==> src/rtl/lpwm_pkg.sv <==
`default_nettype none
// ----------------------------------------------------------------------------
// lpwm_pkg: shared types and constants of the six-channel LED driver
// Configuration record, register indexes, counter limits and link codes.
// ----------------------------------------------------------------------------
package lpwm_pkg;

	localparam int NUM_PWM_CH = 5;
	localparam int NUM_DUTY   = 6;
	localparam int DUTY_W     = 7;
	localparam int IDX_W      = 3;

	// register indexes of the configuration port
	localparam logic [IDX_W-1:0] REG_PWM_MASK   = 3'd0;
	localparam logic [IDX_W-1:0] REG_BLINK_MASK = 3'd1;
	localparam logic [IDX_W-1:0] REG_DUTY_ONE   = 3'd2;
	localparam logic [IDX_W-1:0] REG_DUTY_TWO   = 3'd3;
	localparam logic [IDX_W-1:0] REG_DUTY_THREE = 3'd4;
	localparam logic [IDX_W-1:0] REG_DUTY_FOUR  = 3'd5;
	localparam logic [IDX_W-1:0] REG_DUTY_FIVE  = 3'd6;
	localparam logic [IDX_W-1:0] REG_DUTY_SIX   = 3'd7;

	// link status codes
	localparam logic [2:0] LINK_SLOW      = 3'd1;
	localparam logic [2:0] LINK_VERY_SLOW = 3'd2;
	localparam logic [2:0] LINK_ON_A      = 3'd4;
	localparam logic [2:0] LINK_ON_B      = 3'd5;

	// counter limits
	localparam logic [6:0]  PWM_PHASE_MAX  = 7'd99;
	localparam logic [6:0]  LEVEL_FULL     = 7'd100;
	localparam logic [13:0] BLINK_MAX      = 14'd10000;
	localparam logic [13:0] BLINK_HALF     = 14'd5000;
	localparam logic [14:0] LINK_SLOW_PER  = 15'd5000;
	localparam logic [14:0] LINK_SLOW_ON   = 15'd2500;
	localparam logic [14:0] LINK_VSLOW_PER = 15'd30000;
	localparam logic [14:0] LINK_VSLOW_ON  = 15'd15000;

	// reciprocal of 100 with a 19-bit shift, exact for values up to 10000
	localparam logic [12:0] RECIP_100      = 13'd5243;
	localparam int          RECIP_SHIFT    = 19;

	localparam logic [2:0]  CHASE_LAST     = 3'd4;

	typedef struct packed {
		logic [NUM_PWM_CH-1:0]              pwm_mask;
		logic [NUM_PWM_CH-1:0]              blink_mask;
		logic [NUM_DUTY-1:0][DUTY_W-1:0]    duty;
	} lpwm_cfg_t;

endpackage
`default_nettype wire

==> src/rtl/lpwm_cfg.sv <==
`default_nettype none
// ----------------------------------------------------------------------------
// lpwm_cfg: configuration registers
// Holds the mode masks and the six duty values written over the config port.
// ----------------------------------------------------------------------------
module lpwm_cfg
	import lpwm_pkg::*;
(
	input  wire logic              clk,
	input  wire logic              arst_n,
	input  wire logic              wr_en,
	input  wire logic [IDX_W-1:0]  wr_index,
	input  wire logic [DUTY_W-1:0] wr_data,
	output lpwm_cfg_t              cfg
);

	lpwm_cfg_t cfg_q;

	// write one register per transfer
	always_ff @(posedge clk or negedge arst_n) begin
		if (!arst_n) begin
			cfg_q <= '0;
		end else if (wr_en) begin
			case (wr_index)
				REG_PWM_MASK:   cfg_q.pwm_mask   <= wr_data[NUM_PWM_CH-1:0];
				REG_BLINK_MASK: cfg_q.blink_mask <= wr_data[NUM_PWM_CH-1:0];
				REG_DUTY_ONE:   cfg_q.duty[0]    <= wr_data;
				REG_DUTY_TWO:   cfg_q.duty[1]    <= wr_data;
				REG_DUTY_THREE: cfg_q.duty[2]    <= wr_data;
				REG_DUTY_FOUR:  cfg_q.duty[3]    <= wr_data;
				REG_DUTY_FIVE:  cfg_q.duty[4]    <= wr_data;
				REG_DUTY_SIX:   cfg_q.duty[5]    <= wr_data;
				default:        cfg_q            <= cfg_q;
			endcase
		end
	end

	assign cfg = cfg_q;

endmodule
`default_nettype wire

==> src/rtl/lpwm_core.sv <==
`default_nettype none
// ----------------------------------------------------------------------------
// lpwm_core: tick engine
// Advances the phase counters per tick, the chase step at the blink midpoint,
// and latches six pin levels; the pin register is also the result register.
// ----------------------------------------------------------------------------
module lpwm_core
	import lpwm_pkg::*;
(
	input  wire logic       clk,
	input  wire logic       arst_n,
	input  wire lpwm_cfg_t  cfg,
	input  wire logic       step,
	input  wire logic [2:0] link_status,
	input  wire logic       home_mode,
	input  wire logic       chase_mode,
	output logic [5:0]      pins
);

	logic [6:0]  pwm_phase_q,   pwm_phase_n;
	logic [13:0] blink_phase_q, blink_phase_n;
	logic [14:0] link_phase_q,  link_phase_n;
	logic        dir_q,         dir_n;
	logic [2:0]  chase_q,       chase_n;
	logic [5:0]  pins_q,        pins_n;

	logic [14:0] link_on_len;
	logic [26:0] quot_prod;
	logic [6:0]  breathe_v;
	logic        breathe_en;
	logic [6:0]  level;

	// scale the blink counter down by 100
	assign quot_prod  = {13'd0, blink_phase_n} * {14'd0, RECIP_100};
	assign breathe_v  = quot_prod[RECIP_SHIFT+6:RECIP_SHIFT];
	assign breathe_en = cfg.pwm_mask[0] && home_mode;

	// next state of one tick
	always_comb begin
		pwm_phase_n   = (pwm_phase_q < PWM_PHASE_MAX) ? pwm_phase_q + 7'd1 : 7'd1;
		blink_phase_n = (blink_phase_q < BLINK_MAX) ? blink_phase_q + 14'd1 : 14'd0;

		// advance and apply the chase step
		chase_n = chase_q;
		pins_n  = pins_q;
		if (chase_mode) begin
			if (blink_phase_n == BLINK_HALF) begin
				chase_n = (chase_q >= CHASE_LAST) ? 3'd1 : chase_q + 3'd1;
			end
			case (chase_n)
				3'd1:    pins_n[0]   = 1'b1;
				3'd2:    pins_n[1:0] = 2'b11;
				3'd3:    pins_n[2:0] = 3'b111;
				3'd4:    pins_n[2:0] = 3'b000;
				default: pins_n      = pins_n;
			endcase
		end

		// link blink counter
		case (link_status)
			LINK_SLOW: begin
				link_on_len  = LINK_SLOW_ON;
				link_phase_n = (link_phase_q < LINK_SLOW_PER) ? link_phase_q + 15'd1 : 15'd0;
			end
			LINK_VERY_SLOW: begin
				link_on_len  = LINK_VSLOW_ON;
				link_phase_n = (link_phase_q < LINK_VSLOW_PER) ? link_phase_q + 15'd1 : 15'd0;
			end
			LINK_ON_A, LINK_ON_B: begin
				link_on_len  = 15'd1;
				link_phase_n = 15'd0;
			end
			default: begin
				link_on_len  = 15'd0;
				link_phase_n = 15'd1;
			end
		endcase

		// breathing level of channel one
		dir_n = dir_q ^ (breathe_en && (breathe_v > PWM_PHASE_MAX));
		if (breathe_en) begin
			level = dir_n ? breathe_v : LEVEL_FULL - breathe_v;
		end else begin
			level = cfg.duty[0];
		end

		// PWM wins over blink
		for (int ch = 0; ch < NUM_PWM_CH; ch++) begin
			if (cfg.pwm_mask[ch]) begin
				pins_n[ch] = ((ch == 0) ? level : cfg.duty[ch]) >= pwm_phase_n;
			end else if (cfg.blink_mask[ch]) begin
				pins_n[ch] = blink_phase_n < BLINK_HALF;
			end
		end
		pins_n[5] = link_phase_n < link_on_len;

		// drop idle channels unless the chase holds them
		if (!chase_mode) begin
			pins_n[NUM_PWM_CH-1:0] = pins_n[NUM_PWM_CH-1:0] & (cfg.pwm_mask | cfg.blink_mask);
		end
	end

	// update all state once per tick
	always_ff @(posedge clk or negedge arst_n) begin
		if (!arst_n) begin
			pwm_phase_q   <= 7'd1;
			blink_phase_q <= '0;
			link_phase_q  <= '0;
			dir_q         <= 1'b0;
			chase_q       <= '0;
			pins_q        <= '0;
		end else if (step) begin
			pwm_phase_q   <= pwm_phase_n;
			blink_phase_q <= blink_phase_n;
			link_phase_q  <= link_phase_n;
			dir_q         <= dir_n;
			chase_q       <= chase_n;
			pins_q        <= pins_n;
		end
	end

	assign pins = pins_q;

	// no tick, no state change
	a_hold: assert property (@(posedge clk) disable iff (!arst_n)
		!step |=> $stable(pins_q) && $stable(blink_phase_q) && $stable(chase_q))
		else $error("state changed without a tick");

	// channels in neither mode go low when chase is off
	a_idle_low: assert property (@(posedge clk) disable iff (!arst_n)
		step && !chase_mode |=>
		(pins_q[NUM_PWM_CH-1:0] & ~$past(cfg.pwm_mask | cfg.blink_mask)) == '0)
		else $error("idle channel left high");

	// link off codes turn LED six off
	a_link_off: assert property (@(posedge clk) disable iff (!arst_n)
		step && link_status != LINK_SLOW && link_status != LINK_VERY_SLOW &&
		link_status != LINK_ON_A && link_status != LINK_ON_B
		|=> !pins_q[5] && link_phase_q == 15'd1)
		else $error("LED six on with link off");

	// chase step only moves on the blink midpoint
	a_chase: assert property (@(posedge clk) disable iff (!arst_n)
		step && (!chase_mode || blink_phase_n != BLINK_HALF) |=> $stable(chase_q))
		else $error("chase step moved off the midpoint");

endmodule
`default_nettype wire

==> src/rtl/six_channel_led_pwm_blink_driver.sv <==
`default_nettype none
// ----------------------------------------------------------------------------
// six_channel_led_pwm_blink_driver: six-channel LED PWM and blink driver
// Each input transfer is one timebase tick; each tick returns the six pin
// levels latched for the following tick.
//
// Channels: s_* carries ticks in (tdata: link_status, home_mode, chase_mode),
// m_* returns one result per tick (tdata: led_levels), and cfg_* writes the
// mode masks and duties (index 0 PWM mask, 1 blink mask, 2..7 duties).
// cfg_ready is always high; write configuration only while no tick is in
// flight.
// Pipeline: an accepted tick is registered in the input stage, and its levels
// are then registered in the pin register, which drives m_tdata; a stalled
// result holds the tick in the input stage.
// Throughput: one tick per cycle while m_tready is high; the pin register
// doubles as output register; the engine advances whenever it is empty or taken.
// Reset: all channels off, PWM phase at 1, other counters and masks cleared.
// Stall: while m_tready is low the result holds, one more tick is taken into
// the input stage, and s_tready then drops until the result is taken.
// ----------------------------------------------------------------------------
module six_channel_led_pwm_blink_driver
	import lpwm_pkg::*;
(
	input  wire logic              clk,
	input  wire logic              arst_n,
	// tick in: [2:0] link_status, [3] home_mode, [4] chase_mode, [7:5] zero
	input  wire logic              s_tvalid,
	output logic                   s_tready,
	input  wire logic [7:0]        s_tdata,
	// result out: [5:0] led_levels, [7:6] zero
	output logic                   m_tvalid,
	input  wire logic              m_tready,
	output logic [7:0]             m_tdata,
	// configuration write
	input  wire logic              cfg_valid,
	output logic                   cfg_ready,
	input  wire logic [IDX_W-1:0]  cfg_index,
	input  wire logic [DUTY_W-1:0] cfg_data
);

	lpwm_cfg_t  cfg;
	logic       valid_s1;
	logic [2:0] status_s1;
	logic       home_s1;
	logic       chase_s1;
	logic       out_valid_q;
	logic       advance;
	logic [5:0] pins;

	assign cfg_ready = 1'b1;
	assign advance   = valid_s1 && (!out_valid_q || m_tready);
	assign s_tready  = !valid_s1 || advance;

	lpwm_cfg u_cfg (
		.clk      (clk),
		.arst_n   (arst_n),
		.wr_en    (cfg_valid && cfg_ready),
		.wr_index (cfg_index),
		.wr_data  (cfg_data),
		.cfg      (cfg)
	);

	// input stage valid
	always_ff @(posedge clk or negedge arst_n) begin
		if (!arst_n) begin
			valid_s1 <= 1'b0;
		end else if (s_tready) begin
			valid_s1 <= s_tvalid;
		end
	end

	// capture the tick payload on transfer
	always_ff @(posedge clk) begin
		if (s_tvalid && s_tready) begin
			status_s1 <= s_tdata[2:0];
			home_s1   <= s_tdata[3];
			chase_s1  <= s_tdata[4];
		end
	end

	lpwm_core u_core (
		.clk         (clk),
		.arst_n      (arst_n),
		.cfg         (cfg),
		.step        (advance),
		.link_status (status_s1),
		.home_mode   (home_s1),
		.chase_mode  (chase_s1),
		.pins        (pins)
	);

	// result valid: set on each tick, clear once taken
	always_ff @(posedge clk or negedge arst_n) begin
		if (!arst_n) begin
			out_valid_q <= 1'b0;
		end else if (advance) begin
			out_valid_q <= 1'b1;
		end else if (m_tready) begin
			out_valid_q <= 1'b0;
		end
	end

	assign m_tvalid = out_valid_q;
	assign m_tdata  = {2'b00, pins};

	// a full input stage behind a stalled result blocks new ticks
	a_backpressure: assert property (@(posedge clk) disable iff (!arst_n)
		valid_s1 && out_valid_q && !m_tready |-> !s_tready)
		else $error("tick accepted while both stages are full");

	// every tick yields a pending result on the next edge
	a_result: assert property (@(posedge clk) disable iff (!arst_n)
		advance |=> out_valid_q)
		else $error("tick without result");

	// stalled result holds its levels
	a_stall_hold: assert property (@(posedge clk) disable iff (!arst_n)
		out_valid_q && !m_tready |=> out_valid_q && $stable(pins))
		else $error("stalled result changed");

endmodule
`default_nettype wire
==> config.mk <==
export PLATFORM = sky130hd
export DESIGN_NAME = six_channel_led_pwm_blink_driver
export DESIGN_NICKNAME = d
export VERILOG_FILES = /design/src/rtl/lpwm_pkg.sv /design/src/rtl/lpwm_cfg.sv /design/src/rtl/lpwm_core.sv /design/src/rtl/six_channel_led_pwm_blink_driver.sv
export SDC_FILE = /design/constraint.sdc
export NUM_CORES = 1
export LEC_CHECK = 0
export ABC_AREA = 1
export BUFFER_PORTS_ARGS = -buffer_cell sky130_fd_sc_hd__buf_2
export CAP_MARGIN = 20
export CELL_PAD_IN_SITES_DETAIL_PLACEMENT = 1
export CELL_PAD_IN_SITES_GLOBAL_PLACEMENT = 2
export CORE_MARGIN = 3
export CORE_UTILIZATION = 25
export DETAILED_ROUTE_END_ITERATION = 6
export GPL_ROUTABILITY_DRIVEN = 0
export GPL_TIMING_DRIVEN = 0
export PLACE_DENSITY_LB_ADDON = 0.1
export SKIP_CTS_REPAIR_TIMING = 1
export SYNTH_ARGS = -nofsm -noshare
export SYNTH_HDL_FRONTEND = slang
export SYNTH_HIERARCHICAL = 1
export SYNTH_SLANG_ARGS = --single-unit
==> constraint.sdc <==
create_clock -name clk -period 9.06 [get_ports clk]
set_clock_uncertainty 0.1 [all_clocks]
set_input_delay 1.359 -clock clk [delete_from_list [all_inputs] [get_ports clk]]
set_output_delay 1.359 -clock clk [all_outputs]
set_load 0.05 [all_outputs]
# Word level (Yosys, flattened, before mapping)
# Index checks and enable logic that the tools add are counted.
op_classes:
  n_addsub: 5
  shift: 0
  n_bitwise: 3
  mux: 28
  n_eq_ne: 15
  n_div: 0
  n_lt_le_gt_ge: 13
  mul: 1
  n_reduce_logical: 21
op_table:
  columns: ["op", "count"]
  rows:
  - ["$pmux 15 s3", 1]
  - ["$pmux 14 s3", 1]
  - ["$ge 7x7->1", 5]
  - ["$mux 15", 2]
  - ["$mul 14x13->26 const B", 1]
  - ["$mux 7", 3]
  - ["$eq 3x3->1 const B", 6]
  - ["$reduce_and 2->1", 8]
  - ["$add 15x1->15 const B", 1]
  - ["$eq 3x2->1 const B", 5]
  - ["$lt 15x13->1 const B", 1]
  - ["$lt 15x14->1", 1]
  - ["$lt 15x15->1 const B", 1]
  - ["$add 14x1->14 const B", 1]
  - ["$eq 14x13->1 const B", 1]
  - ["$lt 14x13->1 const B", 1]
  - ["$lt 14x14->1 const B", 1]
  - ["$mux 14", 1]
  - ["$mux 1", 12]
  - ["$mux 3", 4]
  - ["$eq 3x1->1 const B", 3]
  - ["$add 7x1->7 const B", 1]
  - ["$gt 7x7->1 const B", 1]
  - ["$lt 7x7->1 const B", 1]
  - ["other kinds (15)", 23]
word_totals:
  output_inout_bits: 11
  mem_bits_ro: 0
  ramBits: 0
  regBits: 98
  in_bits: 23
  elab_cells: 104
  latch_bits: 0
  n_memories: 0

# Longest topological paths before layout
depth:
  depth_word: 13
  depth_mapped: 51
  mapped_depth_nobuf: 51

# Hierarchy
# The synthesis kept the hierarchy.
by_module_without_submodules:
  columns: ["module", "n_inst", "area_each_um2", "cells_per_inst", "seq_area_each_um2"]
  rows:
  - ["lpwm_core", 1, 8489.4, 1188, 1152.4]
  - ["lpwm_cfg", 1, 2072.0, 244, 1301.2]
  - ["six_channel_led_pwm_blink_driver", 1, 275.3, 22, 200.2]

# Least setup slack after synthesis
# No wires, ideal clock.
synth_timing:
  kind: "register to register"
  startpoint: "register u_core.blink_phase_q[2]"
  endpoint: "register u_core.pins_q[0], in the netlist u_core/pins[0]"
  synth_period_minus_slack_ps: 7705
  path_stages_with_launch: 49
  setup_slack_ps: 1355
  setup_time_ps: 118
  required_time_ps: 8842
  path_buffers: 0
  arrival_ps: 7487
  path_cell_list: "dfrtp_1 > nand4_2 > nor2_4 > nand3_1 > nor2_1 > inv_1 > nor2_1 > nor2_1 > nor3_1 > inv_1 > fa_1 > inv_1 > ha_1 > inv_1 > fa_1 > inv_1 > fa_1 > inv_1 > [13 not listed] > nor2_2 > nor2_4 > nand3_1 > nand3_1 > nand3_1 > nand2_1 > inv_1 > ha_1 > o21a_1 > o21a_1 > o21ai_0 > nand2_1 > a21o_1 > a21oi_1 > o21a_1 > a21oi_1 > nand2_1 > nand2_1"
synth_via:
  elab_chain_cells: 13
  word_cells_on_any_way: 26
  cone_classes: "add/sub (2); mul (1); order compare (4); eq/ne (5); mux (10); bitwise (2); reduce/logical (2)"
synth_rtl:
  columns: ["element", "line", "rtl"]
  rows:
  - ["from (decl)", "lpwm_core.sv:21", "logic [13:0] blink_phase_q, blink_phase_n;"]
  - ["from (signal assigned)", "lpwm_core.sv:114", "blink_phase_q <= blink_phase_n;"]
  - ["$add 14x1->14 or $lt 14x14->1 (tied branches)", "lpwm_core.sv:41", "blink_phase_n = (blink_phase_q < BLINK_MAX) ? blink_phase_q + 14'd1 : 14'd0;"]
  - ["$mux 14 (*)", "lpwm_core.sv:41", null]
  - ["named net u_core.blink_phase_n[9]", "lpwm_core.sv:21", null]
  - ["parallel branches: the longest is 8 deep, another holds $mul 14x13->26", null, null]
  - ["$mux 1 (*)", "lpwm_core.sv:89", "if (cfg.pwm_mask[ch]) begin"]
  - ["$and 5x5->5", "lpwm_core.sv:99", "pins_n[NUM_PWM_CH-1:0] = pins_n[NUM_PWM_CH-1:0] & (cfg.pwm_mask | cfg.blink_mask);"]
  - ["$mux 5 (*)", "lpwm_core.sv:98", "if (!chase_mode) begin"]
  - ["to (signal assigned)", "lpwm_core.sv:118", "pins_q <= pins_n;"]
  - ["to (decl)", "lpwm_core.sv:25", "logic [5:0] pins_q, pins_n;"]
# Mark *: on every way through the listed nets, which the timed path passes. The select of a mux whose other input is x is not followed.
# A chain may end at the register's enable or synchronous reset.

# Final worst setup path
layout_timing:
  startpoint: "register u_core.blink_phase_q[1]"
  endpoint: "register u_core.pins_q[0], in the netlist u_core/pins[0]"
# The elaborated chain is that of the path after synthesis.

==> flow_metrics.tcl <==
set metrics [dict create \
    drv_slew 0 \
    dieArea_um2 44800 \
    grt_max_degree 53 \
    clk_pin_slew_ns 0.07 \
    critPathMaxFanout 5 \
    die_y_um 212 \
    cpPeakStageDelay_ns 0.54 \
    multi_input_area_um2 6940 \
    min_path_type "register to register" \
    grt_pass1_wl_mm 51.8 \
    hold_violations 0 \
    drt_iter0_drc 277 \
    grt_usage_pct 14.8 \
    h-tree-depth 3 \
    startpoint_type "register" \
    post_drt_wl_per_cell_um 15.8 \
    io_buffers 22 \
    final.min_clock_period_ns 8.28 \
    syn_area_um2 10600 \
    status "finished, final reports clean" \
    dieWidth_um 212 \
    fill_cells 5096 \
    clock_sinks 98 \
    maxCapViolCount 0 \
    clk_latency_ns 0.36 \
    hp-start "u_cfg/cfg[1]" \
    crit_top_cell "inv_1" \
    end_kind "register" \
    yosysWarnings 6 \
    nets 1701 \
    start_util_pct 25.6 \
    cp_slowest_cell "fa_1" \
    cts-root-buf "clkbuf_16" \
    place_hpwl_mm 26.3 \
    holdPathStages 2 \
    syn_area_per_cell_um2 7.42 \
    setup_violations 0 \
    routed_wirelength_mm 31.6 \
    synthCells 1424 \
    setup_tns_ns 0 \
    fmax_ghz 0.121 \
    timing.rr.end "u_core/pins[0]" \
    final_cell_mix "nand2_1, inv_1, ha_1, dfrtp_1, nand3_1" \
    clock_path_buffers 2 \
    drive_above_1_share_pct 9.18 \
    grt_pass1_vias 9350 \
    rrSetupSlack_ns 0.78 \
    reg2reg_from "u_core/blink_phase_q[1]" \
    antenna_found_initial 0 \
    rows 74 \
    crit_required_ns 9.22 \
    cts_buffers 9 \
    layout_commonest_cell "nand2_1" \
    cts_tree "done" \
    reg2reg_depth 49 \
    via_per_inst 4.37 \
    regArea_um2 2480 \
    vias 8757 \
    grt_overflow 0 \
    relSlewSlack_pct 30.6 \
    core_um2 41300 \
    drc_errors 0 \
    rsz0062_at_grt "false" \
    hold_end "u_cfg/cfg[1]" \
    io_pins 34 \
    first_pass_iters 4 \
    worstMarginPinSlew_ns 1.03 \
    ant_nets 0 \
    antenna_cells 0 \
    finalCritPeriodShare_pct 91.4 \
    area_delta_synth_final_pct 11.3 \
    cp.arrival_ns 8.44 \
    crit_type "register to register" \
]
## how the worst max path moves through the flow
stage | slack, ns | endpoint | start | cells after the start
global placement | -0.14 | u_core/pins[0] | u_core/blink_phase_q[2] | 48
CTS | -0.06 | u_core/pins[0] | u_core/blink_phase_q[2] | 50
finish | 0.78 | u_core/pins[0] | u_core/blink_phase_q[1] | 49
detailed placement | -0.02 | u_core/pins[0] | u_core/blink_phase_q[2] | 50
floorplan | 1.36 | u_core/pins[0] | u_core/blink_phase_q[2] | 48
global route | 0.05 | u_core/pins[0] | u_core/blink_phase_q[1] | 49
## worst max-delay path: cells and delay by family, from the launching register on
kind / cells / cell delay, ns
simple gates: 22 / 2.53
buf+inv: 11 / 0.75
fa+ha+maj: 8 / 3.18
compound gates: 8 / 1.19
flops: 1 / 0.42
## per-layer routing
metal / part of all wire, % / global-route usage [%]
met5: 0 / 0
met1: 52 / 21.5
met2: 45 / 23.9
met4: 0.71 / 2.24
met3: 2.2 / 2.18
## cell type report
class | instances | share of cell area, %
multi-input combinational | 1019 | 58.9
buffer | 23 | 0.893
clock inverter | 4 | 0.415
inverter | 285 | 9.15
timing repair buffer | 30 | 1.59
sequential | 98 | 21.1
clock buffer | 12 | 2.26
tap | 532 | 5.66
## through the flow
step	cell area, µm²	hold WS [ns]	cells	setup slack [ns]	util (%)
floorplan	10600	0.334	1425	1.36	-
global placement	11400	0.359	1979	-0.141	27.5
detailed placement	11400	0.359	1983	-0.0155	27.6
CTS	11700	0.378	1999	-0.0554	28.4
global route	11800	0.401	2003	0.0460	28.5
finish	11800	0.371	2003	0.777	28.5
## flip-flops by register name, summed over array words and instances (netlist names), 3 cells and up
| name | flops |
|---|---|
| u_cfg/cfg | 45 |
| status_s1 | 3 |
| u_core/blink_phase_q | 14 |
| u_core/pwm_phase_q | 7 |
| u_core/link_phase_q | 15 |
| u_core/pins | 6 |
| u_core/chase_q | 3 |
Power is left out: the tool's default activity adds up to more than one toggle a clock period on the data nets, which glitch-free logic cannot reach.
